--- config.mk ---
export PLATFORM = sky130hd
export DESIGN_NAME = gnc_alu
export DESIGN_NICKNAME = d
export VERILOG_FILES = /design/src/sv/gnc_pkg.sv /design/src/sv/gnc_alu.sv
export SDC_FILE = /design/constraint.sdc
export NUM_CORES = 1
export LEC_CHECK = 0
export BUFFER_PORTS_ARGS = -buffer_cell sky130_fd_sc_hd__clkbuf_2
export CORE_MARGIN = 1.5
export CORE_UTILIZATION = 45
export DETAILED_ROUTE_END_ITERATION = 8
export PLACE_DENSITY = 0.89
export SLEW_MARGIN = 20
export SYNTH_ARGS = -nofsm -noshare
export SYNTH_HDL_FRONTEND = slang
export SYNTH_SLANG_ARGS = --single-unit
--- constraint.sdc ---
create_clock -name vclk -period 3.7
set_input_delay 0.37 -clock vclk [all_inputs]
set_output_delay 0.37 -clock vclk [all_outputs]
set_load 0.02 [all_outputs]
--- src/sv/gnc_pkg.sv ---
// Shared types and constants of the grid nearest cell locator.
// No dependencies; the sequencer, compare unit, top level, checker and testbench import it.
package gnc_pkg;

	localparam int MAX_COLUMNS = 1024;
	localparam int MAX_ROWS    = 1024;
	localparam int MAX_DEPTH   = (MAX_COLUMNS > MAX_ROWS) ? MAX_COLUMNS : MAX_ROWS;

	localparam int COL_AW = $clog2(MAX_COLUMNS);
	localparam int ROW_AW = $clog2(MAX_ROWS);

	localparam int CFG_W  = 11;
	localparam int IDX_W  = $clog2(MAX_DEPTH + 1);
	localparam int CNT_W  = (IDX_W > CFG_W) ? IDX_W : CFG_W;
	localparam int PROD_W = 2 * CNT_W;

	localparam int COORD_W = 32;
	localparam int OP_W    = COORD_W + 2;
	localparam int CELL_W  = 20;
	localparam int ENTRY_W = 10;

	localparam logic [CFG_W-1:0] COUNT_RESET = CFG_W'(1024);

	localparam logic [1:0] KIND_WR_LON = 2'd0;
	localparam logic [1:0] KIND_WR_LAT = 2'd1;
	localparam logic [1:0] KIND_QUERY  = 2'd2;

	localparam logic REG_COLUMNS = 1'b0;
	localparam logic REG_ROWS    = 1'b1;

	typedef struct packed {
		logic signed [OP_W-1:0] a;
		logic signed [OP_W-1:0] b0;
		logic signed [OP_W-1:0] b1;
	} alu_req_t;

endpackage

--- src/sv/gnc_alu.sv ---
// Shared compare unit of the locator: tests a against the sum b0 + b1.
// Depends on gnc_pkg.
module gnc_alu (
	input  gnc_pkg::alu_req_t req,
	output logic              lt
);
	import gnc_pkg::*;

	logic signed [OP_W-1:0] sum;

	assign sum = req.b0 + req.b1;
	assign lt  = req.a < sum;

endmodule

Word level (Yosys, flattened, before mapping)

Cells that the tools add are included.

Bits in registers: 0
Output and inout port bits: 1

Add/subtract/negate cells: 1
Magnitude comparators: 1

Operators with widths:

| operator                    | number |
|---|---|
| adder 34 bit                | 1 |
| less-than comparator 34 bit | 1 |

Longest topological paths before layout

Gate-level depths: netlist of run 1.

Depth after elaboration: 2
Gate-level depth with buffers: 18
Gate-level depth less buffers: 18

Worst setup path before layout of run 1

No wires, ideal clock.

Path kind: input port to output port
From: input req[3] (netlist bit)
To: output lt
Arrival: 3.763 ns
Data required time: 3.330 ns
Path slack: -0.433 ns
Stages on the path: 16
Path buffers: 0
Path through: ha_1 -> a21oi_1 -> nor2b_1 -> o31a_1 -> a21bo_2 -> a21boi_2 -> o2111a_1 -> nor3_1 -> ha_1 -> a21o_1 -> a21o_1 -> a21oi_1 -> o21a_1 -> nor2_1 -> o41a_1 -> a311oi_1

Longest elaborated chain between the ends: 2

RTL lines:

| item                        | RTL line      | text |
|---|---|---|
| start, declared             | gnc_alu.sv:4  | `input gnc_pkg::alu_req_t req,` |
| adder 34 bit                | gnc_alu.sv:11 | `assign sum = req.b0 + req.b1;` |
| less-than comparator 34 bit | gnc_alu.sv:12 | `assign lt = req.a < sum;` |
| end, declared               | gnc_alu.sv:5  | `output logic lt` |

Every way passes these cells.

Worst setup path in the final report of run 1

From: input req[8] (netlist bit)
To: output lt

The elaborated chain is that of the path after synthesis.

==> results of run 1 <==
## per-layer routing
metal  track usage, %  up-vias  part of all wire (%)  wire length, um
met5                0        -                     0                0
met4             10.0        0                   4.1              373
met3             1.74       41                   4.6              427
met2             53.5      152                    52             4810
met1             29.6     1558                    39             3590
li1                 -     1629                     -                -
## kinds of logic after synthesis
family | Yosys count | share of synthesized area (%)
xor+xnor | 30 | 10.3
buf+inv | 15 | 2.70
simple gates | 91 | 18.9
compound gates | 124 | 34.4
fa+ha+maj | 67 | 33.2
mux | 1 | 0.393
## Yosys cell counts, drive strengths merged, types with 2 or more instances
cell type,instances,share of area [%]
ha,66,32
a21oi,36,7.2
a21o,31,9.1
nand2,20,2.9
nor2,18,2.7
o21ai,18,3.7
xnor2,15,5.2
xor2,15,5.2
nand4,14,3.4
and3,6,1.7
buf,6,1.4
inv,6,0.88
nor3,6,1.2
a31oi,5,2.7
nand2b,5,1.2
nor2b,5,1.2
o211ai,5,1.9
a211oi,4,1.4
and2,4,1.1
nand3,4,0.79
o21a,4,1.2
clkbuf,3,0.44
nor4,3,0.74
o21bai,3,0.88
a21boi,2,0.74
a311oi,2,0.69
a31o,2,0.69
o221ai,2,0.69
o22ai,2,0.49
o31ai,2,0.79
or2,2,0.49
## area by class of cell
cell class	instances	share of cell area, %
well taps	72	2.25
repair buffers	192	30.6
inverters	6	0.564
multi-input cells	313	66.6
## repair_timing
item | 4_1_cts | 5_1_grt
resized for setup | 16 | 21
cloned | 0 | 0
setup buffers | 6 | 7
pin swaps | 15 | 34
endpoints found under the setup margin | 1 | 1
## worst max path at each step
stage | start | end | slack (ps) | depth (start not counted)
floorplan | req[0] | lt | -180 | 17
global placement | req[0] | lt | -530 | 19
detailed placement | req[0] | lt | -710 | 19
CTS | req[34] | lt | -590 | 19
global route | req[8] | lt | -840 | 19
finish | req[8] | lt | -620 | 19
## power breakdown
group | internal [mW] | switching [mW] | leakage, nW
clock network | 0 | 0 | 0
logic | 0.436 | 0.399 | 2.11
registers | 0 | 0 | 0
## per-stage QoR
step	instance area, um2	std cells
6_report	4000	583
3_3_place_gp	3710	571
3_5_place_dp	3710	571
4_1_cts	3830	576
2_1_floorplan	2570	328
5_1_grt	4000	583
==> results.ini, run 1 <==
[grt]
grt_usage_pct=27.0
grt_first_pass_wirelength_mm=13.9
grt_pass1_vias=3334
antenna_found_initial=0
overflow=0
grt_max_degree=9

[floorplan]
die_x_um=78.2
fp.dieH_um=78.2
coreArea_mm2=0.00547
die_area_mm2=0.00612
start_util_pct=46.5
ioPinCount=103
rows=27

[finish]
multiInputGateArea_mm2=0.00266
fillers=409
layout_commonest_cell=clkbuf_2
regArea_um2=0
syn_to_final_growth_pct=57.0
nClkBuffers=0
drive_above_1_share_pct=46.2
diodes=0
final_cell_mix=99 x clkbuf_2, 88 x buf_4, 58 x ha_1
fin_util_pct=73.0
nets=682
design.seq.count=0

[setup_path]
cp_common_cell=buf_4
max_stage_delay_ps=330
worst-endpoint-required_ps=3330
cp-end-kind=primary output
crit_type=input pin to primary output
critPathBufInv=5
cp-start-kind=input pin
crit_path_top_delay_cell=ha_1
crit_arrival_ps=3950
crit_path_cell_trace=clkbuf_2, ha_1, a21oi_1, o21ai_1, a31oi_1, a21bo_4, buf_4, buf_4, a311oi_1, buf_4, nor3_1, nand3b_1, ha_1, nand4_1, nor2_1, a2111oi_2, mux2i_1, a311oi_4, clkbuf_8
worstPathMaxFanout=4
crit_family=compound AO/OA/AOI/OAI gates

[detailed_routing]
post_drt_wl_per_cell_um=15.8
vias_per_cell=5.80
firstDrtPassIters=4
route.detailed.drc=0
vias=3380
ant_nets=0
drt-total-wl_mm=9.19
drt_iter0_markers=153

[timing]
layout_min_cycle_time_ps=4320
tns_ps=-621
drv_slew=0
worstMarginPinSlew_ps=456
finalCritPeriodShare_pct=117
rsz0062_at_grt=true
relSlewSlack_pct=69.3
finalWorstSetupSlack_ps=-621
max_freq_ghz=0.231
finalSetupViolations=1
finalHoldViolCount=0
holdWs_ps=1370

[placed_design]
gp_congestion=0.904
pre_cts_slack_ps=-711
hpwl_mm=7.20
portBuffers=103

[pwr]
fin_total_pwr_mw=0.835
ir_worst_vdd_v=0.000122
power_leakage_nw=2.11
power.density_mw_per_mm2=209

[synth]
synth_cell_types=55
syn_area_mm2=0.00254
ys.warnings.count=0
synth_cells=328
seq_area_frac_synth_pct=0
avgSynthCellArea_um2=7.76
synth_nets=497

[run_status]
status=finished with violations
violations=negative setup slack

[worst_hold_path]
hold_depth=5
holdCritStartpoint=req[93]
hold_class=input pin to primary output
whs_endpoint=lt

[clock_network]
hold_buffers=0

[flow_run]
cap_violations=0

(Power assumes the default switching activity.)
==> inputs of run 2 (changes only) <==
--- a/config.mk
+++ b/config.mk
@@ -7,9 +7,9 @@
 export LEC_CHECK = 0
 export BUFFER_PORTS_ARGS = -buffer_cell sky130_fd_sc_hd__clkbuf_2
 export CORE_MARGIN = 1.5
-export CORE_UTILIZATION = 45
+export CORE_UTILIZATION = 25
 export DETAILED_ROUTE_END_ITERATION = 8
-export PLACE_DENSITY = 0.89
+export PLACE_DENSITY = 0.6
 export SLEW_MARGIN = 20
 export SYNTH_ARGS = -nofsm -noshare
 export SYNTH_HDL_FRONTEND = slang
==> results.ini, run 2 (synthesis results as in run 1) <==
[run_status]
status=finished with violations
violations=negative setup slack

[floorplan]
ioPinCount=103
die_x_um=104
rows=36
die_area_mm2=0.0108
fp.dieH_um=104
start_util_pct=25.9
coreArea_mm2=0.00982

[timing]
layout_min_cycle_time_ps=4180
relSlewSlack_pct=72.0
finalCritPeriodShare_pct=113
drv_slew=0
worstMarginPinSlew_ps=416
holdWs_ps=1390
finalHoldViolCount=0
finalSetupViolations=1
max_freq_ghz=0.239
rsz0062_at_grt=true
finalWorstSetupSlack_ps=-480
tns_ps=-480

[detailed_routing]
vias=3072
post_drt_wl_per_cell_um=12.3
firstDrtPassIters=4
drt_iter0_markers=67
vias_per_cell=4.77
ant_nets=0
drt-total-wl_mm=7.94
route.detailed.drc=0

[finish]
design.seq.count=0
multiInputGateArea_mm2=0.00265
stdcell_area_mm2=0.00405
syn_to_final_growth_pct=59.0
regArea_um2=0
fillers=1057
nClkBuffers=0
drive_above_1_share_pct=45.6
diodes=0
nets=682
layout_commonest_cell=clkbuf_2
final_cell_mix=100 x clkbuf_2, 89 x buf_4, 61 x ha_1

[setup_path]
worstPathMaxFanout=3
crit_type=input pin to primary output
worst-endpoint-required_ps=3330
crit_arrival_ps=3810
cp-start-kind=input pin
cp-end-kind=primary output

[clock_network]
hold_buffers=0

[placed_design]
gp_congestion=0.888
hpwl_mm=7.19
dpl_cell_area_mm2=0.00385
portBuffers=103

[pwr]
power.density_mw_per_mm2=192
power_leakage_nw=2.11
ir_worst_vdd_v=0.0000482

[worst_hold_path]
hold_class=input pin to primary output

[grt]
grt_max_degree=9
overflow=0
grt_pass1_vias=3146
antenna_found_initial=0
grt_usage_pct=14.3
grt_first_pass_wirelength_mm=13.4

[flow_run]
cap_violations=0

## run 2: worst paths after layout
kind | startpoint | end | slack [ps] | cells after the start
hold / removal | req[93] | lt | 1390 | 5
setup / recovery | req[0] | lt | -480 | 19
## run 2: worst max-delay path: stages
cell and delay [ps]:
clkbuf_8 100, ha_4 140, inv_2 40, fa_2 350, nand2b_4 150, a21o_1 200
a211oi_4 290, or3b_4 220, a21boi_1 80, xor2_1 140, ha_1 180, a21o_1 150
a21o_1 180, a21oi_2 110, o21a_1 140, nor2_1 40, o41a_1 440, a311oi_4 280
clkbuf_8 190
## run 2: area by class of cell
| type | instances | area share [%] |
|---|---|---|
| well taps | 133 | 4.11 |
| repair buffers | 192 | 29.9 |
| inverters | 6 | 0.557 |
| multi-input cells | 313 | 65.4 |
## run 2: what timing repair did
action | 4_1_cts | 5_1_grt
setup endpoints to repair | 1 | 1
pin swaps | 10 | 13
resized for setup | 12 | 19
buffers inserted | 2 | 2
gates cloned | 0 | 0
## run 2: through the flow
stage	utilization (%)	cells	total power, mW	setup slack [ps]
6_report	41.2	644	0.779	-480
2_1_floorplan	-	328	0.449	-177
3_3_place_gp	39.2	640	0.708	-601
4_1_cts	39.9	642	0.750	-579
5_1_grt	41.2	644	0.872	-636
3_5_place_dp	39.2	640	0.726	-667
## run 2: metal layers
metal  GRT usage [%]  vias to the layer above  part of all wire, %  wire length, um
li1                -                     1624                    -                -
met1            17.7                     1378                   46             3620
met2            27.4                       60                   50             3940
met3           0.940                       10                  3.2              253
met4            1.98                        0                  1.6              124
met5               0                        -                    0                0
## run 2: power breakdown
part	switching, mW	internal, mW
Clock	0	0
Sequential	0	0
Combinational	0.361	0.418
Total	0.361	0.418
