--- src/sv/gnc_pkg.sv ---
// Shared types and constants of the grid nearest cell locator.
// No dependencies; the sequencer, compare unit, top level, checker and testbench import it.
package gnc_pkg;

	localparam int MAX_COLUMNS = 1024;
	localparam int MAX_ROWS    = 1024;
	localparam int MAX_DEPTH   = (MAX_COLUMNS > MAX_ROWS) ? MAX_COLUMNS : MAX_ROWS;

	localparam int COL_AW = $clog2(MAX_COLUMNS);
	localparam int ROW_AW = $clog2(MAX_ROWS);

	localparam int CFG_W  = 11;
	localparam int IDX_W  = $clog2(MAX_DEPTH + 1);
	localparam int CNT_W  = (IDX_W > CFG_W) ? IDX_W : CFG_W;
	localparam int PROD_W = 2 * CNT_W;

	localparam int COORD_W = 32;
	localparam int OP_W    = COORD_W + 2;
	localparam int CELL_W  = 20;
	localparam int ENTRY_W = 10;

	localparam logic [CFG_W-1:0] COUNT_RESET = CFG_W'(1024);

	localparam logic [1:0] KIND_WR_LON = 2'd0;
	localparam logic [1:0] KIND_WR_LAT = 2'd1;
	localparam logic [1:0] KIND_QUERY  = 2'd2;

	localparam logic REG_COLUMNS = 1'b0;
	localparam logic REG_ROWS    = 1'b1;

	typedef struct packed {
		logic signed [OP_W-1:0] a;
		logic signed [OP_W-1:0] b0;
		logic signed [OP_W-1:0] b1;
	} alu_req_t;

endpackage

--- src/sv/gnc_seq.sv ---
// Query sequencer: walks the longitude table, then the latitude table, one entry per
// cycle through the shared compare unit, and forms the row-major cell index.
// Depends on gnc_pkg and the compare unit instantiated at the top level.
module gnc_seq (
	input  logic                        clk,
	input  logic                        arst_n,
	input  logic                        start,
	input  logic [1:0]                  kind,
	input  logic signed [31:0]          lon_value,
	input  logic signed [31:0]          lat_value,
	input  logic [gnc_pkg::CNT_W-1:0]   cols,
	input  logic [gnc_pkg::CNT_W-1:0]   rows,
	input  logic [gnc_pkg::COORD_W-1:0] rd_lon,
	input  logic [gnc_pkg::COORD_W-1:0] rd_lat,
	output logic [gnc_pkg::CNT_W-1:0]   rd_addr,
	output gnc_pkg::alu_req_t           alu_req,
	input  logic                        alu_lt,
	output logic                        busy,
	output logic                        done,
	output logic                        found,
	output logic [gnc_pkg::CELL_W-1:0]  cell_index
);
	import gnc_pkg::*;

	typedef enum logic [1:0] {ST_IDLE, ST_WALK, ST_PICK, ST_MUL} state_t;

	state_t                     state_q;
	logic                       axis_q;
	logic [CNT_W-1:0]           k_q;
	logic signed [COORD_W-1:0]  lon_q;
	logic signed [COORD_W-1:0]  lat_q;
	logic signed [COORD_W-1:0]  prev_q;
	logic signed [COORD_W-1:0]  cur_q;
	logic [CNT_W-1:0]           ci_q;
	logic [CNT_W-1:0]           ri_q;
	logic                       done_q;
	logic                       found_q;
	logic [CELL_W-1:0]          cell_q;

	logic signed [COORD_W-1:0]  coord;
	logic signed [COORD_W-1:0]  tab;
	logic [CNT_W-1:0]           used;
	logic [CNT_W-1:0]           pick_pos;
	logic [PROD_W-1:0]          prod;

	assign coord = axis_q ? lat_q : lon_q;
	assign tab   = axis_q ? rd_lat : rd_lon;
	assign used  = axis_q ? rows : cols;

	always_comb begin
		if (state_q == ST_PICK) begin
			alu_req.a  = {coord[COORD_W-1], coord, 1'b0};
			alu_req.b0 = {{2{prev_q[COORD_W-1]}}, prev_q};
			alu_req.b1 = {{2{cur_q[COORD_W-1]}}, cur_q};
		end else begin
			alu_req.a  = {{2{tab[COORD_W-1]}}, tab};
			alu_req.b0 = {{2{coord[COORD_W-1]}}, coord};
			alu_req.b1 = '0;
		end
	end

	assign rd_addr  = (state_q == ST_WALK) ? k_q + CNT_W'(1) : '0;
	assign pick_pos = ((k_q != '0) && alu_lt) ? k_q - CNT_W'(1) : k_q;
	assign prod     = PROD_W'(ri_q) * PROD_W'(cols);

	always_ff @(posedge clk or negedge arst_n) begin
		if (!arst_n) begin
			state_q <= ST_IDLE;
			done_q  <= 1'b0;
			found_q <= 1'b0;
			cell_q  <= '0;
			axis_q  <= 1'b0;
			k_q     <= '0;
		end else begin
			done_q <= 1'b0;
			case (state_q)
				ST_IDLE: begin
					if (start && (kind == KIND_QUERY)) begin
						lon_q   <= lon_value;
						lat_q   <= lat_value;
						axis_q  <= 1'b0;
						k_q     <= '0;
						state_q <= ST_WALK;
					end
				end
				ST_WALK: begin
					if (k_q >= used) begin
						done_q  <= 1'b1;
						found_q <= 1'b0;
						cell_q  <= '0;
						state_q <= ST_IDLE;
					end else if (alu_lt) begin
						prev_q <= tab;
						k_q    <= k_q + CNT_W'(1);
					end else begin
						if (k_q == '0) begin
							prev_q <= tab;
						end
						cur_q   <= tab;
						state_q <= ST_PICK;
					end
				end
				ST_PICK: begin
					if ((k_q == '0) && alu_lt) begin
						done_q  <= 1'b1;
						found_q <= 1'b0;
						cell_q  <= '0;
						state_q <= ST_IDLE;
					end else if (!axis_q) begin
						ci_q    <= pick_pos;
						axis_q  <= 1'b1;
						k_q     <= '0;
						state_q <= ST_WALK;
					end else begin
						ri_q    <= pick_pos;
						state_q <= ST_MUL;
					end
				end
				ST_MUL: begin
					done_q  <= 1'b1;
					found_q <= 1'b1;
					cell_q  <= CELL_W'(prod + PROD_W'(ci_q));
					state_q <= ST_IDLE;
				end
				default: begin
					state_q <= ST_IDLE;
				end
			endcase
		end
	end

	assign busy       = (state_q != ST_IDLE);
	assign done       = done_q;
	assign found      = found_q;
	assign cell_index = cell_q;

endmodule

--- config.mk ---
export PLATFORM = sky130hd
export DESIGN_NAME = gnc_seq
export DESIGN_NICKNAME = d
export VERILOG_FILES = /design/src/sv/gnc_pkg.sv /design/src/sv/gnc_seq.sv
export SDC_FILE = /design/constraint.sdc
export NUM_CORES = 1
export LEC_CHECK = 0
export BUFFER_PORTS_ARGS = -buffer_cell sky130_fd_sc_hd__clkbuf_2
export CORE_MARGIN = 4
export CORE_UTILIZATION = 55
export CTS_CLUSTER_DIAMETER = 200
export DETAILED_ROUTE_END_ITERATION = 8
export HOLD_SLACK_MARGIN = 0.08
export PLACE_DENSITY = 0.81
export SETUP_SLACK_MARGIN = 0.1
export SYNTH_ARGS = -nofsm -noshare
export SYNTH_HDL_FRONTEND = slang
export SYNTH_SLANG_ARGS = --single-unit
--- constraint.sdc ---
create_clock -name clk -period 14.2 [get_ports clk]
set_clock_uncertainty 0.1 [all_clocks]
set_input_delay 0 -clock clk [delete_from_list [all_inputs] [get_ports clk]]
set_output_delay 0 -clock clk [all_outputs]
set_load 0.01 [all_outputs]
; After elaboration in Yosys (flattened, before gate mapping)
; Index checks and enable logic that the tools add are counted.
; W data, S select, Z words.
[word_totals]
in_bits = 156
output_inout_bits = 136
reg_bits = 186
word_cells = 85
[op_classes]
n_lt_le_gt_ge = 1
n_mul = 1
bitwise = 4
muxes = 32
eq_ne = 12
n_reduce_logical = 20
addsub = 3
[op_table]
columns = cell, n
row1 = $mux W32, 4
row2 = $mux W102, 1
row3 = $mux W11, 8
row4 = $pmux W20 S3, 1
row5 = $mux W20, 2
row6 = $pmux W11 S3, 1
row7 = $add A20 B11 Y20, 1
row8 = $mul A11 B11 Y20, 1
row9 = $reduce_and A4 Y1, 4
row10 = $add A11 B1 Y11 const B, 1
row11 = $ge A11 B11 Y1, 1
row12 = $logic_not A11 Y1, 1
row13 = $reduce_bool A11 Y1, 1
row14 = $sub A11 B1 Y11 const B, 1
row15 = $mux W2, 5
row16 = $ne A2 B2 Y1 const B, 5
row17 = $reduce_and A3 Y1, 3
row18 = $pmux W2 S4, 1
row19 = $eq A2 B2 Y1 const B, 3
row20 = $mux W1, 6
row21 = $pmux W1 S3, 2
row22 = $reduce_and A6 Y1, 1
row23 = $reduce_bool A2 Y1, 3
row24 = $reduce_bool A3 Y1, 2
row25 = 8 further kinds, 14

; Depth between registers and ports, before layout
; Gate-level depths: netlist of the first run.
[depth]
word_depth = 4
mapped_depth = 19
ltp_nobuf = 18

; Least setup slack after synthesis of the first run
; Ideal clock, no wire load.
[synth_timing]
kind = register to register
startpoint = reg state_q[0]
endpoint = reg lat_q[0] (enable)
period_less_slack_ns = 7.745
arrival_ns = 7.001
path_stages_with_launch = 4
setup_ns = 0.645
path_buffers = 1
slack_ns = 6.455
required_time_ns = 13.455
path_cell_list = dfrtp_1 > clkbuf_1 > or2_2 > nor4_1
[synth_between]
elab_chain_cells = 2
[synth_rtl]
columns = element, line
row1 = from (decl), gnc_seq.sv:27  ; state_t state_q;
row2 = from (signal assigned), gnc_seq.sv:68  ; state_q <= ST_IDLE;
row3 = from (signal assigned), gnc_seq.sv:83  ; state_q <= ST_WALK;
row4 = from (signal assigned), gnc_seq.sv:91  ; state_q <= ST_IDLE;
row5 = $logic_not A2 Y1, gnc_seq.sv:76  ; case (state_q)
row6 = $reduce_and A3 Y1 (no source line), --
row7 = to (signal assigned), gnc_seq.sv:80  ; lat_q <= lat_value;
row8 = to (decl), gnc_seq.sv:31  ; logic signed [COORD_W-1:0] lat_q;
; No other way between the ends.
; A chain may end at the register's enable or synchronous reset.

; Final worst setup path of the first run
[layout_timing]
startpoint = reg ri_q[5]
endpoint = reg cell_q[17], in the netlist cell_index[17]
[layout_between]
elab_chain_cells = 3
[layout_rtl]
columns = element, line
row1 = from (decl), gnc_seq.sv:35  ; logic [CNT_W-1:0] ri_q;
row2 = from (signal assigned), gnc_seq.sv:115  ; ri_q <= pick_pos;
row3 = $mul A11 B11 Y20, gnc_seq.sv:64  ; assign prod = PROD_W'(ri_q) * PROD_W'(cols);
row4 = $add A20 B11 Y20, gnc_seq.sv:122  ; cell_q <= CELL_W'(prod + PROD_W'(ci_q));
row5 = $pmux W20 S3, gnc_seq.sv:76
row6 = to (signal assigned), gnc_seq.sv:122
row7 = to (decl), gnc_seq.sv:38  ; logic [CELL_W-1:0] cell_q;
; No other way between the ends.

==> results_dict.tcl, run 1 <==
set metrics [dict create \
    outcome "complete, no violations" \
    crit_required_ns 14.45 \
    wl_per_cell_um 21.06 \
    ctsHtreeMaxLevel 4 \
    relSlewSlack_pct 25.65 \
    syn_to_final_growth_pct 28.70 \
    synth.net_count 1439 \
    synthXorXnorAreaFrac_pct 2.239 \
    die_h_um 158.9 \
    crit_fanout 11 \
    antenna_found_initial 5 \
    die_w_um 158.9 \
    power.leakage_nw 7.384 \
    place.gp.congestion 0.8974 \
    drive_gt1_share_pct 25.49 \
    synth_area_leaders "edfxtp_1 (36%), fa_1 (14%), dfrtp_1 (7.2%), ha_1 (6.4%), and2_1 (4.2%)" \
    max-cap-violations 0 \
    cp.arrival_ns 5.45 \
    critical_path_buf_inv_count 3 \
    initial_utilization_pct 56.66 \
    yosysMostFrequentCell "edfxtp_1" \
    async_reset_ff_share_pct 19.35 \
    period_needed_ns 5.194 \
    drc 0 \
    hold_viol_final 0 \
    synthSimpleGateAreaFrac_pct 11.78 \
    fin_total_pwr_mw 2.359 \
    whs_ns 0.1756 \
    grt_pass1_wl_um 59560 \
    via_count 10369 \
    grt_pass1_vias 10900 \
    yosysUniqueCellTypes 58 \
    max_stage_delay_ns 0.57 \
    pin_count 292 \
    drt_wl_total_um 38140 \
    yosys_most_used_dff "edfxtp_1" \
    synth_adder_area_share_pct 20.79 \
    grt_start_max_net_pins 96 \
    post-route-period-util_pct 36.58 \
    yosysWarnings 0 \
    slew_viol_final 0 \
    start_kind "register" \
    tns_ns 0 \
    yosysSeqAreaShare_pct 43.18 \
    crit_type "reg2reg" \
    max_freq_ghz 0.1925 \
    num_rows 54 \
    syn_area_per_cell_um2 11.09 \
    cts_tree "done" \
    track_usage_pct 29.88 \
    synthesis.area_um2 12520 \
    cts_sinks 186 \
    synthMuxAreaShare_pct 7.656 \
    endpoint_kind "register" \
    dp_hpwl_um 25210 \
    drtPass1Iterations 6 \
    io_buffers 291 \
    finalNetCount 1823 \
    grt-ovfl-total 0 \
    ant_nets 0 \
    avgViaCountPerCell 5.726 \
    clock-root-buffer "clkbuf_16" \
    synth-seq-cells 186 \
    cp_slowest_cell "edfxtp_1" \
    utilization_pct 72.92 \
    clk_pin_slew_ns 0.09 \
    core_area_um2 22090 \
    clk_latency_ns 0.43 \
    synth_top_family_by_area "adder cells" \
    clock_path_buffers 2 \
    worstHoldPathType "in2reg" \
    cts_setup_buffers 0 \
    synth-edff-count 150 \
    rsz0062_at_grt "false" \
    vdd_drop_max_uv 113.9 \
    ys_top_cells_by_count "edfxtp_1 (150), inv_1 (136), nand2_1 (93), fa_1 (90), nor2_1 (85)" \
    path_delay_family "adder cells" \
    numCtsBuffers 17 \
    synth_cells 1129 \
    critical_path.most_common_cell "fa_1" \
    power.density_nw_per_um2 146.4 \
    worst_pin_slew_ns 1.115 \
    drt-initial-drc-count 846 \
    dieArea_um2 25240 \
    worstPathCellList "nand2_1 -> fa_1 -> fa_1 -> inv_1 -> fa_1 -> fa_1 -> inv_1 -> fa_1 -> inv_1 -> ha_1 -> o211ai_1 -> o21ai_0 -> o2111ai_1 -> and2_1 -> or4_1 -> o2111ai_1" \
    yosysTopAreaCellShare_pct 35.98 \
    setup_violations 0 \
    synth_top_area_cell "edfxtp_1" \
    synth_compound_area_share_pct 7.776 \
]
==> flip-flops by register name, indices dropped and copies added, names as in the netlist <==
signal,count
cell_index,20
ci_q,11
prev_q,32
cur_q,32
lon_q,32
done,1
axis_q,1
k_q,11
found,1
lat_q,32
state_q,2
ri_q,11
==> power by group <==
group / internal [mW] / switching (mW)
registers: 0.668 / 0.0427
logic: 0.471 / 0.666
clock network: 0.260 / 0.251
total: 1.40 / 0.960
==> cell families after synthesis <==
kind of cell               Yosys count
xor gates and xnor gates            32
and+or+nand+nor                    307
buffers and inverters              206
adders and majority gates          154
AOI/OAI and AO/OA                  157
DFF                                186
muxes                               87
==> area by class of cell <==
class / instances / area [µm²]
tap: 280 / 350.3
clock buffer: 17 / 425.4
clock inverter: 15 / 210.2
fill: 1424 / 5983
multi-input combinational: 737 / 6317
sequential: 186 / 5409
antenna: 5 / 12.51
inverter: 136 / 510.5
timing repair buffer: 435 / 2875
==> metrics by stage <==
step	cells	cell area [µm²]	setup WS (ns)
floorplan	1129	12520	6.455
global placement	1639	14110	9.131
detailed placement	1639	14110	9.029
CTS	1806	16100	9.019
global route	1811	16110	8.741
finish	1811	16110	9.006
==> routing by layer <==
layer / global-route usage (%) / up-vias / share of wire, %
li1: - / 4570 / -
met2: 52.15 / 636 / 51
met4: 14.83 / 0 / 5.4
met1: 35.44 / 5010 / 36
met3: 5.962 / 153 / 8.3
met5: 0 / - / 0
==> timing repair <==
item,CTS,global route
hold endpoints to repair,174,0
hold buffers,135,0
resized for setup,0,0
==> path summary, 6_finish.rpt <==
| kind | from | endpoint | slack (ns) | depth (start not counted) |
|---|---|---|---|---|
| min in group asynchronous | arst_n | cell_index[12] | 0.61 | 4 |
| worst max register to register | ri_q[5] | cell_index[17] | 9.01 | 16 |
| worst min register to register | found | found | 0.38 | 1 |
| worst min-delay path | lon_value[14] | lon_q[14] | 0.18 | 2 |
| max in group asynchronous | arst_n | axis_q | 12.96 | 4 |
| worst max-delay path | ri_q[5] | cell_index[17] | 9.01 | 16 |
==> cells in the final DEF (no fill, tap or decap), types with 3 or more instances in the layout <==
cell,netlist,final
a211oi_1,5,5
a21o_1,8,8
a21oi_1,83,83
a22o_1,15,15
a31oi_1,3,3
and2_1,84,84
and3_1,5,5
buf_4,6,9
clkbuf_16,0,17
clkbuf_2,0,291
clkinv_8,0,4
dfrtp_1,36,35
diode_2,0,5
dlygate4sd3_1,0,135
edfxtp_1,150,150
fa_1,90,90
ha_1,64,64
inv_1,136,136
inv_12,0,3
inv_6,0,3
mux2_2,34,34
mux2_4,9,9
mux2i_1,44,44
nand2_1,93,93
nand2b_1,4,3
nand3_1,7,7
nand4_1,5,5
nor2_1,85,84
nor3_1,7,6
o211ai_1,3,3
o21ai_0,19,19
xnor2_1,19,19
xor2_1,13,13
Note: power is estimated with default switching activity, not from simulation.
==> run 2, diff against run 1 <==
--- a/config.mk
+++ b/config.mk
@@ -7,11 +7,11 @@
 export LEC_CHECK = 0
 export BUFFER_PORTS_ARGS = -buffer_cell sky130_fd_sc_hd__clkbuf_2
 export CORE_MARGIN = 4
-export CORE_UTILIZATION = 55
+export CORE_UTILIZATION = 50
 export CTS_CLUSTER_DIAMETER = 200
 export DETAILED_ROUTE_END_ITERATION = 8
 export HOLD_SLACK_MARGIN = 0.08
-export PLACE_DENSITY = 0.81
+export PLACE_DENSITY = 0.78
 export SETUP_SLACK_MARGIN = 0.1
 export SYNTH_ARGS = -nofsm -noshare
 export SYNTH_HDL_FRONTEND = slang
==> constraint.sdc (replaced) <==
create_clock -name clk -period 4.2 [get_ports clk]
set_clock_uncertainty 0.1 [all_clocks]
set_input_delay 0 -clock clk [delete_from_list [all_inputs] [get_ports clk]]
set_output_delay 0 -clock clk [all_outputs]
set_load 0.01 [all_outputs]
==> run 2 against run 1 <==
  * The run now ends with negative setup slack left
  * Clock-buffer cell count unchanged
  * Sequential share of layout area is 1.8 points lower
  * Worst setup slack got worse by 9.6 ns
  * Critical endpoint unchanged
  * Largest power group unchanged
==> results_dict.tcl, run 2 (synthesis gave the netlist of run 1 again) <==
set metrics [dict create \
    outcome "complete, but fails checks" \
    violations "negative setup slack" \
    place.gp.congestion 0.8968 \
    fin_cells 1936 \
    clock_path_buffers 2 \
    critical_path.most_common_cell "fa_1" \
    slew_viol_final 0 \
    worstPathCellList "and2_1 -> fa_1 -> fa_1 -> fa_1 -> fa_1 -> inv_1 -> fa_1 -> inv_2 -> ha_4 -> o211ai_1 -> nor2_2 -> o2111ai_2 -> and2_4 -> or4_1 -> o2111ai_1" \
    post-route-period-util_pct 114.7 \
    place_ws_ns -0.7086 \
    dp.cells 1758 \
    track_usage_pct 28.38 \
    power.leakage_nw 7.816 \
    setup_violations 12 \
    max_freq_ghz 0.2076 \
    fin_area_um2 17050 \
    worst-r2r-cell-count 15 \
    dieArea_um2 27630 \
    drt-initial-drc-count 774 \
    n_fill_cell 1634 \
    worstReg2RegEnd "cell_index[17]" \
    pin_count 292 \
    placement.cell_area_um2 14850 \
    internal-power_mw 5.272 \
    p_seq_share_pct 27.4 \
    num_rows 57 \
    hold_viol_final 0 \
    whs_ns 0.1220 \
    max_stage_delay_ns 0.55 \
    multiInputGateArea_um2 6573 \
    cp_slowest_cell "fa_1" \
    initial_utilization_pct 51.17 \
    grt_start_max_net_pins 70 \
    critical_path_buf_inv_count 2 \
    drt_wl_total_um 39750 \
    core_area_um2 24460 \
    cp.arrival_ns 5.06 \
    power.density_nw_per_um2 515.1 \
    grt_pass1_vias 11491 \
    clk_pin_slew_ns 0.09 \
    drive_gt1_share_pct 32.69 \
    via_count 10706 \
    io_buffers 291 \
    antennaDiodeCount 0 \
    vdd_drop_max_uv 447.5 \
    switching_share_pct 39.97 \
    crit_required_ns 4.45 \
    relSlewSlack_pct 16.09 \
    avgViaCountPerCell 5.530 \
    power_switching_mw 3.509 \
    numCtsBuffers 17 \
    die_h_um 166.2 \
    most-common-layout-cells "clkbuf_2 (291), edfxtp_1 (150), dlygate4sd3_1 (134)" \
    die_w_um 166.2 \
    path_delay_family "adder cells" \
    clock-root-buffer "clkbuf_16" \
    timing.rr.start "ri_q[4]" \
    worst_pin_slew_ns 1.248 \
    crit_type "reg2reg" \
    rsz0062_at_grt "true" \
    finalNetCount 1909 \
    wl_per_cell_um 20.53 \
    endpoint_kind "register" \
    grt_pass1_wl_um 62470 \
    fin_total_pwr_mw 8.781 \
    power_frac_clock_pct 19.1 \
    utilization_pct 69.69 \
    ctsHtreeMaxLevel 4 \
    cts_sinks 186 \
    crit_fanout 7 \
    start_kind "register" \
    drc 0 \
    final_common_cell "clkbuf_2" \
    worstHoldPathType "in2async" \
    tns_ns -5.329 \
    max-cap-violations 0 \
    ant_nets 0 \
    antenna_found_initial 1 \
    cts_tree "done" \
    dp_hpwl_um 26720 \
    ff2ff_setup_slack_ns -0.62 \
    syn_to_final_growth_pct 36.19 \
    clk_latency_ns 0.44 \
    combPwrFrac_pct 53.6 \
    drtPass1Iterations 5 \
    fin_ws_ns -0.6180 \
    period_needed_ns 4.818 \
    grt-ovfl-total 0 \
    register_area_um2 5409 \
]
## run 2: cell types whose count changed in the layout (fill, tap and decap cells not counted), sizes merged
cell / delta
clkinvlp: +1
bufinv: -1
buf: +87
dlygate4sd3: -1
diode: -5
clkinv: +3
inv: -3
## run 2: how the worst max path moves through the flow
stage	startpoint	end	slack [ns]	depth (start not counted)
5_1_grt	ri_q[2]	cell_index[17]	-0.82	15
4_1_cts	ri_q[6]	cell_index[17]	-0.60	15
6_report	ri_q[4]	cell_index[17]	-0.62	15
3_5_place_dp	ri_q[5]	cell_index[19]	-0.71	15
2_1_floorplan	ri_q[4]	cell_index[17]	-0.42	16
3_3_place_gp	ri_q[5]	cell_index[19]	-0.59	15
## run 2: power groups by stage
stage | clock network [mW] | registers, mW | logic (mW)
after floorplan | 0 | 2.42 | 2.69
after global placement | 0 | 2.43 | 4.21
after detailed placement | 0 | 2.43 | 4.29
after CTS | 1.67 | 2.40 | 4.56
after global routing | 1.77 | 2.43 | 5.18
final | 1.68 | 2.40 | 4.70
## run 2: what timing repair did
| item | CTS | global route |
|---|---|---|
| endpoints found under the setup margin | 13 | 14 |
| pin swaps | 11 | 6 |
| endpoints found under the hold margin | 170 | 0 |
| hold buffers | 134 | 0 |
| gates resized for setup | 20 | 19 |
| buffers inserted | 11 | 1 |
## run 2: final cells by class
cell class                 instances  share of cell area, %
clock inverter                    15                  1.152
timing repair buffer             521                  20.70
tap                              324                  2.378
sequential                       186                  31.73
clock buffer                      17                  2.495
inverter                         136                  2.994
multi-input combinational        737                  38.55
## run 2: routing by layer
| metal | GRT usage [%] | share of wire [%] | vias to the layer above |
|---|---|---|---|
| li1 | - | - | 4714 |
| met1 | 32.81 | 36 | 5289 |
| met2 | 50.89 | 52 | 571 |
| met3 | 6.879 | 8.1 | 130 |
| met4 | 11.17 | 4.1 | 2 |
| met5 | 0 | 0.020 | - |
## run 2: tightest hold or removal path: cells and delay by family
family	cells	cell delay, ns
buffers and inverters	3	1.11
==> run 3, diff against run 2 <==
--- a/config.mk
+++ b/config.mk
@@ -5,13 +5,14 @@
 export SDC_FILE = /design/constraint.sdc
 export NUM_CORES = 1
 export LEC_CHECK = 0
+export ABC_AREA = 1
 export BUFFER_PORTS_ARGS = -buffer_cell sky130_fd_sc_hd__clkbuf_2
 export CORE_MARGIN = 4
 export CORE_UTILIZATION = 50
 export CTS_CLUSTER_DIAMETER = 200
 export DETAILED_ROUTE_END_ITERATION = 8
 export HOLD_SLACK_MARGIN = 0.08
-export PLACE_DENSITY = 0.78
+export PLACE_DENSITY_LB_ADDON = 0.08
 export SETUP_SLACK_MARGIN = 0.1
 export SYNTH_ARGS = -nofsm -noshare
 export SYNTH_HDL_FRONTEND = slang
==> run 3 against run 2 <==
  * The flow still finishes with violations (negative setup slack)
  * Flip-flop and latch count is the same
  * Worst hold slack lost 0.019 ns
  * Critical path depth grew 4
  * Clock-buffer cell count is the same
  * Clock power grew 4%
  * Final area grew 4.2%
  * Sequential share of layout area shrank 1.3 points
  * Combinational power grew 47%
  * Via count grew 9.9%
  * Power grew 27%
  * Worst setup slack gained 0.31 ns
==> results_dict.tcl, run 3 <==
set metrics [dict create \
    outcome "complete, but fails checks" \
    violations "negative setup slack" \
    synthesis.area_um2 13070 \
    synth_cells 1483 \
    drc 0 \
    yosys_most_used_dff "edfxtp_1" \
    wl_per_cell_um 17.88 \
    grt_pass1_wl_um 64420 \
    syn_area_per_cell_um2 8.812 \
    period_needed_ns 4.510 \
    tns_ns -2.394 \
    dp_hpwl_um 30010 \
    max_freq_ghz 0.2217 \
    die_h_um 169.7 \
    yosysWarnings 0 \
    critical_path.most_common_cell "nand2_1" \
    yosysUniqueCellTypes 37 \
    crit_fanout 5 \
    fin_area_um2 17760 \
    start_kind "register" \
    relSlewSlack_pct 34.13 \
    place.gp.congestion 0.9054 \
    final_common_cell "nand2_1" \
    cts_sinks 186 \
    setup_violations 11 \
    finalNetCount 2252 \
    async_reset_ff_share_pct 19.35 \
    num_rows 58 \
    cts_tree "done" \
    hold_viol_final 0 \
    avgViaCountPerCell 5.147 \
    worstPathCellList "buf_6 -> buf_4 -> buf_4 -> nand2_1 -> inv_1 -> fa_1 -> fa_1 -> fa_1 -> fa_1 -> ha_4 -> ha_4 -> buf_4 -> nand2_2 -> nor4_2 -> nand2_1 -> nand2_1 -> nand2_1 -> nand3_1 -> nand2_1" \
    grt_start_max_net_pins 70 \
    synth_area_leaders "edfxtp_1 (34%), fa_1 (14%), nand2_1 (13%), inv_1 (7.2%), dfrtp_1 (6.9%)" \
    yosysSeqAreaShare_pct 41.36 \
    dp.cells 2107 \
    slew_viol_final 0 \
    via_count 11762 \
    syn_to_final_growth_pct 35.88 \
    worst_pin_slew_ns 0.9880 \
    grt_pass1_vias 12460 \
    utilization_pct 69.72 \
    antennaDiodeCount 0 \
    drive_gt1_share_pct 26.96 \
    crit_required_ns 4.43 \
    cp_slowest_cell "fa_1" \
    drtPass1Iterations 5 \
    most-common-layout-cells "nand2_1 (434), clkbuf_2 (292), inv_1 (230)" \
    drt_wl_total_um 40860 \
    whs_ns 0.1030 \
    max_stage_delay_ns 0.54 \
    crit_type "reg2reg" \
    clock_path_buffers 2 \
    yosysMostFrequentCell "nand2_1" \
    max-cap-violations 0 \
    io_buffers 291 \
    place_ws_ns -0.3873 \
    ys_top_cells_by_count "nand2_1 (459), inv_1 (249), edfxtp_1 (150), fa_1 (90), o21ai_0 (89)" \
    die_w_um 169.7 \
    placement.cell_area_um2 15320 \
    worstHoldPathType "in2reg" \
    vdd_drop_max_uv 717.0 \
    cp.arrival_ns 4.74 \
    fin_ws_ns -0.3104 \
    pin_count 292 \
    yosysTopAreaCellShare_pct 34.47 \
    clk_pin_slew_ns 0.09 \
    clock-root-buffer "clkbuf_16" \
    synth-edff-count 150 \
    fin_total_pwr_mw 11.18 \
    clk_latency_ns 0.44 \
    power.leakage_nw 8.941 \
    ctsHtreeMaxLevel 4 \
    power.density_nw_per_um2 629.8 \
    rsz0062_at_grt "true" \
    dieArea_um2 28790 \
    post-route-period-util_pct 107.4 \
    n_fill_cell 2011 \
    path_delay_family "adder cells" \
    critical_path_buf_inv_count 5 \
    numCtsBuffers 17 \
    synth.net_count 1793 \
    grt-ovfl-total 0 \
    synth_top_area_cell "edfxtp_1" \
    initial_utilization_pct 51.31 \
    track_usage_pct 28.63 \
    endpoint_kind "register" \
    synth-seq-cells 186 \
    drt-initial-drc-count 683 \
    ant_nets 0 \
    core_area_um2 25470 \
    antenna_found_initial 1 \
    fin_cells 2285 \
]
==> run 3: where the power goes <==
part           leakage [nW]  total, mW  switching (mW)  internal (mW)
Sequential             1.84       2.54           0.157           2.38
Clock                 0.311       1.74           0.892          0.843
Combinational          6.79       6.91            4.07           2.85
==> run 3: path summary, 6_finish.rpt <==
kind	start	to	slack (ns)	cells past startpoint
max	ri_q[3]	cell_index[18]	-0.31	19
min	cols[0]	cell_index[0]	0.10	6
max reg2reg	ri_q[3]	cell_index[18]	-0.31	19
min reg2reg	cell_index[9]	cell_index[9]	0.40	2
max in group asynchronous	arst_n	axis_q	3.33	3
min in group asynchronous	arst_n	cell_index[6]	0.22	3
==> run 3: metal layers <==
metal / track usage, % / vias up / part of all wire (%)
met5: 0 / - / 0.032
met4: 10.71 / 2 / 3.2
met3: 6.010 / 86 / 6.5
met2: 51.34 / 447 / 52
met1: 33.82 / 5643 / 38
li1: - / 5584 / -
==> run 3: repair_timing <==
action	CTS	global route
hold buffers	133	0
hold endpoints to repair	173	0
pin swaps	37	16
resized for setup	55	43
buffers inserted	12	1
setup endpoints to repair	14	15
gates cloned	0	0
==> run 3: final cells by class <==
class	instances	area [µm²]	area share (%)
multi-input cells	972	6865	38.66
flip-flops and latches	186	5409	30.46
repair buffers	510	3472	19.55
inverters	255	957.2	5.390
clock buffers	17	425.4	2.396
well taps	330	412.9	2.325
clock inverters	15	216.5	1.219
==> run 3: kinds of logic (layout without fill, tap and decap cells) <==
kind of cell	after synthesis	after routing	synth area share (%)
AOI/OAI and AO/OA	130	130	5.112
xor gates and xnor gates	11	11	0.7373
muxes	42	42	3.217
buffers and inverters	325	797	9.919
DFF	186	186	41.36
adders and majority gates	154	154	19.91
and+or+nand+nor	635	635	19.74
==> run 3: worst min-delay path, stage by stage <==
cell	delay, ns
clkbuf_2	0.26
nand2_1	0.08
inv_1	0.05
ha_1	0.11
nand2_1	0.04
nand2_1	0.05
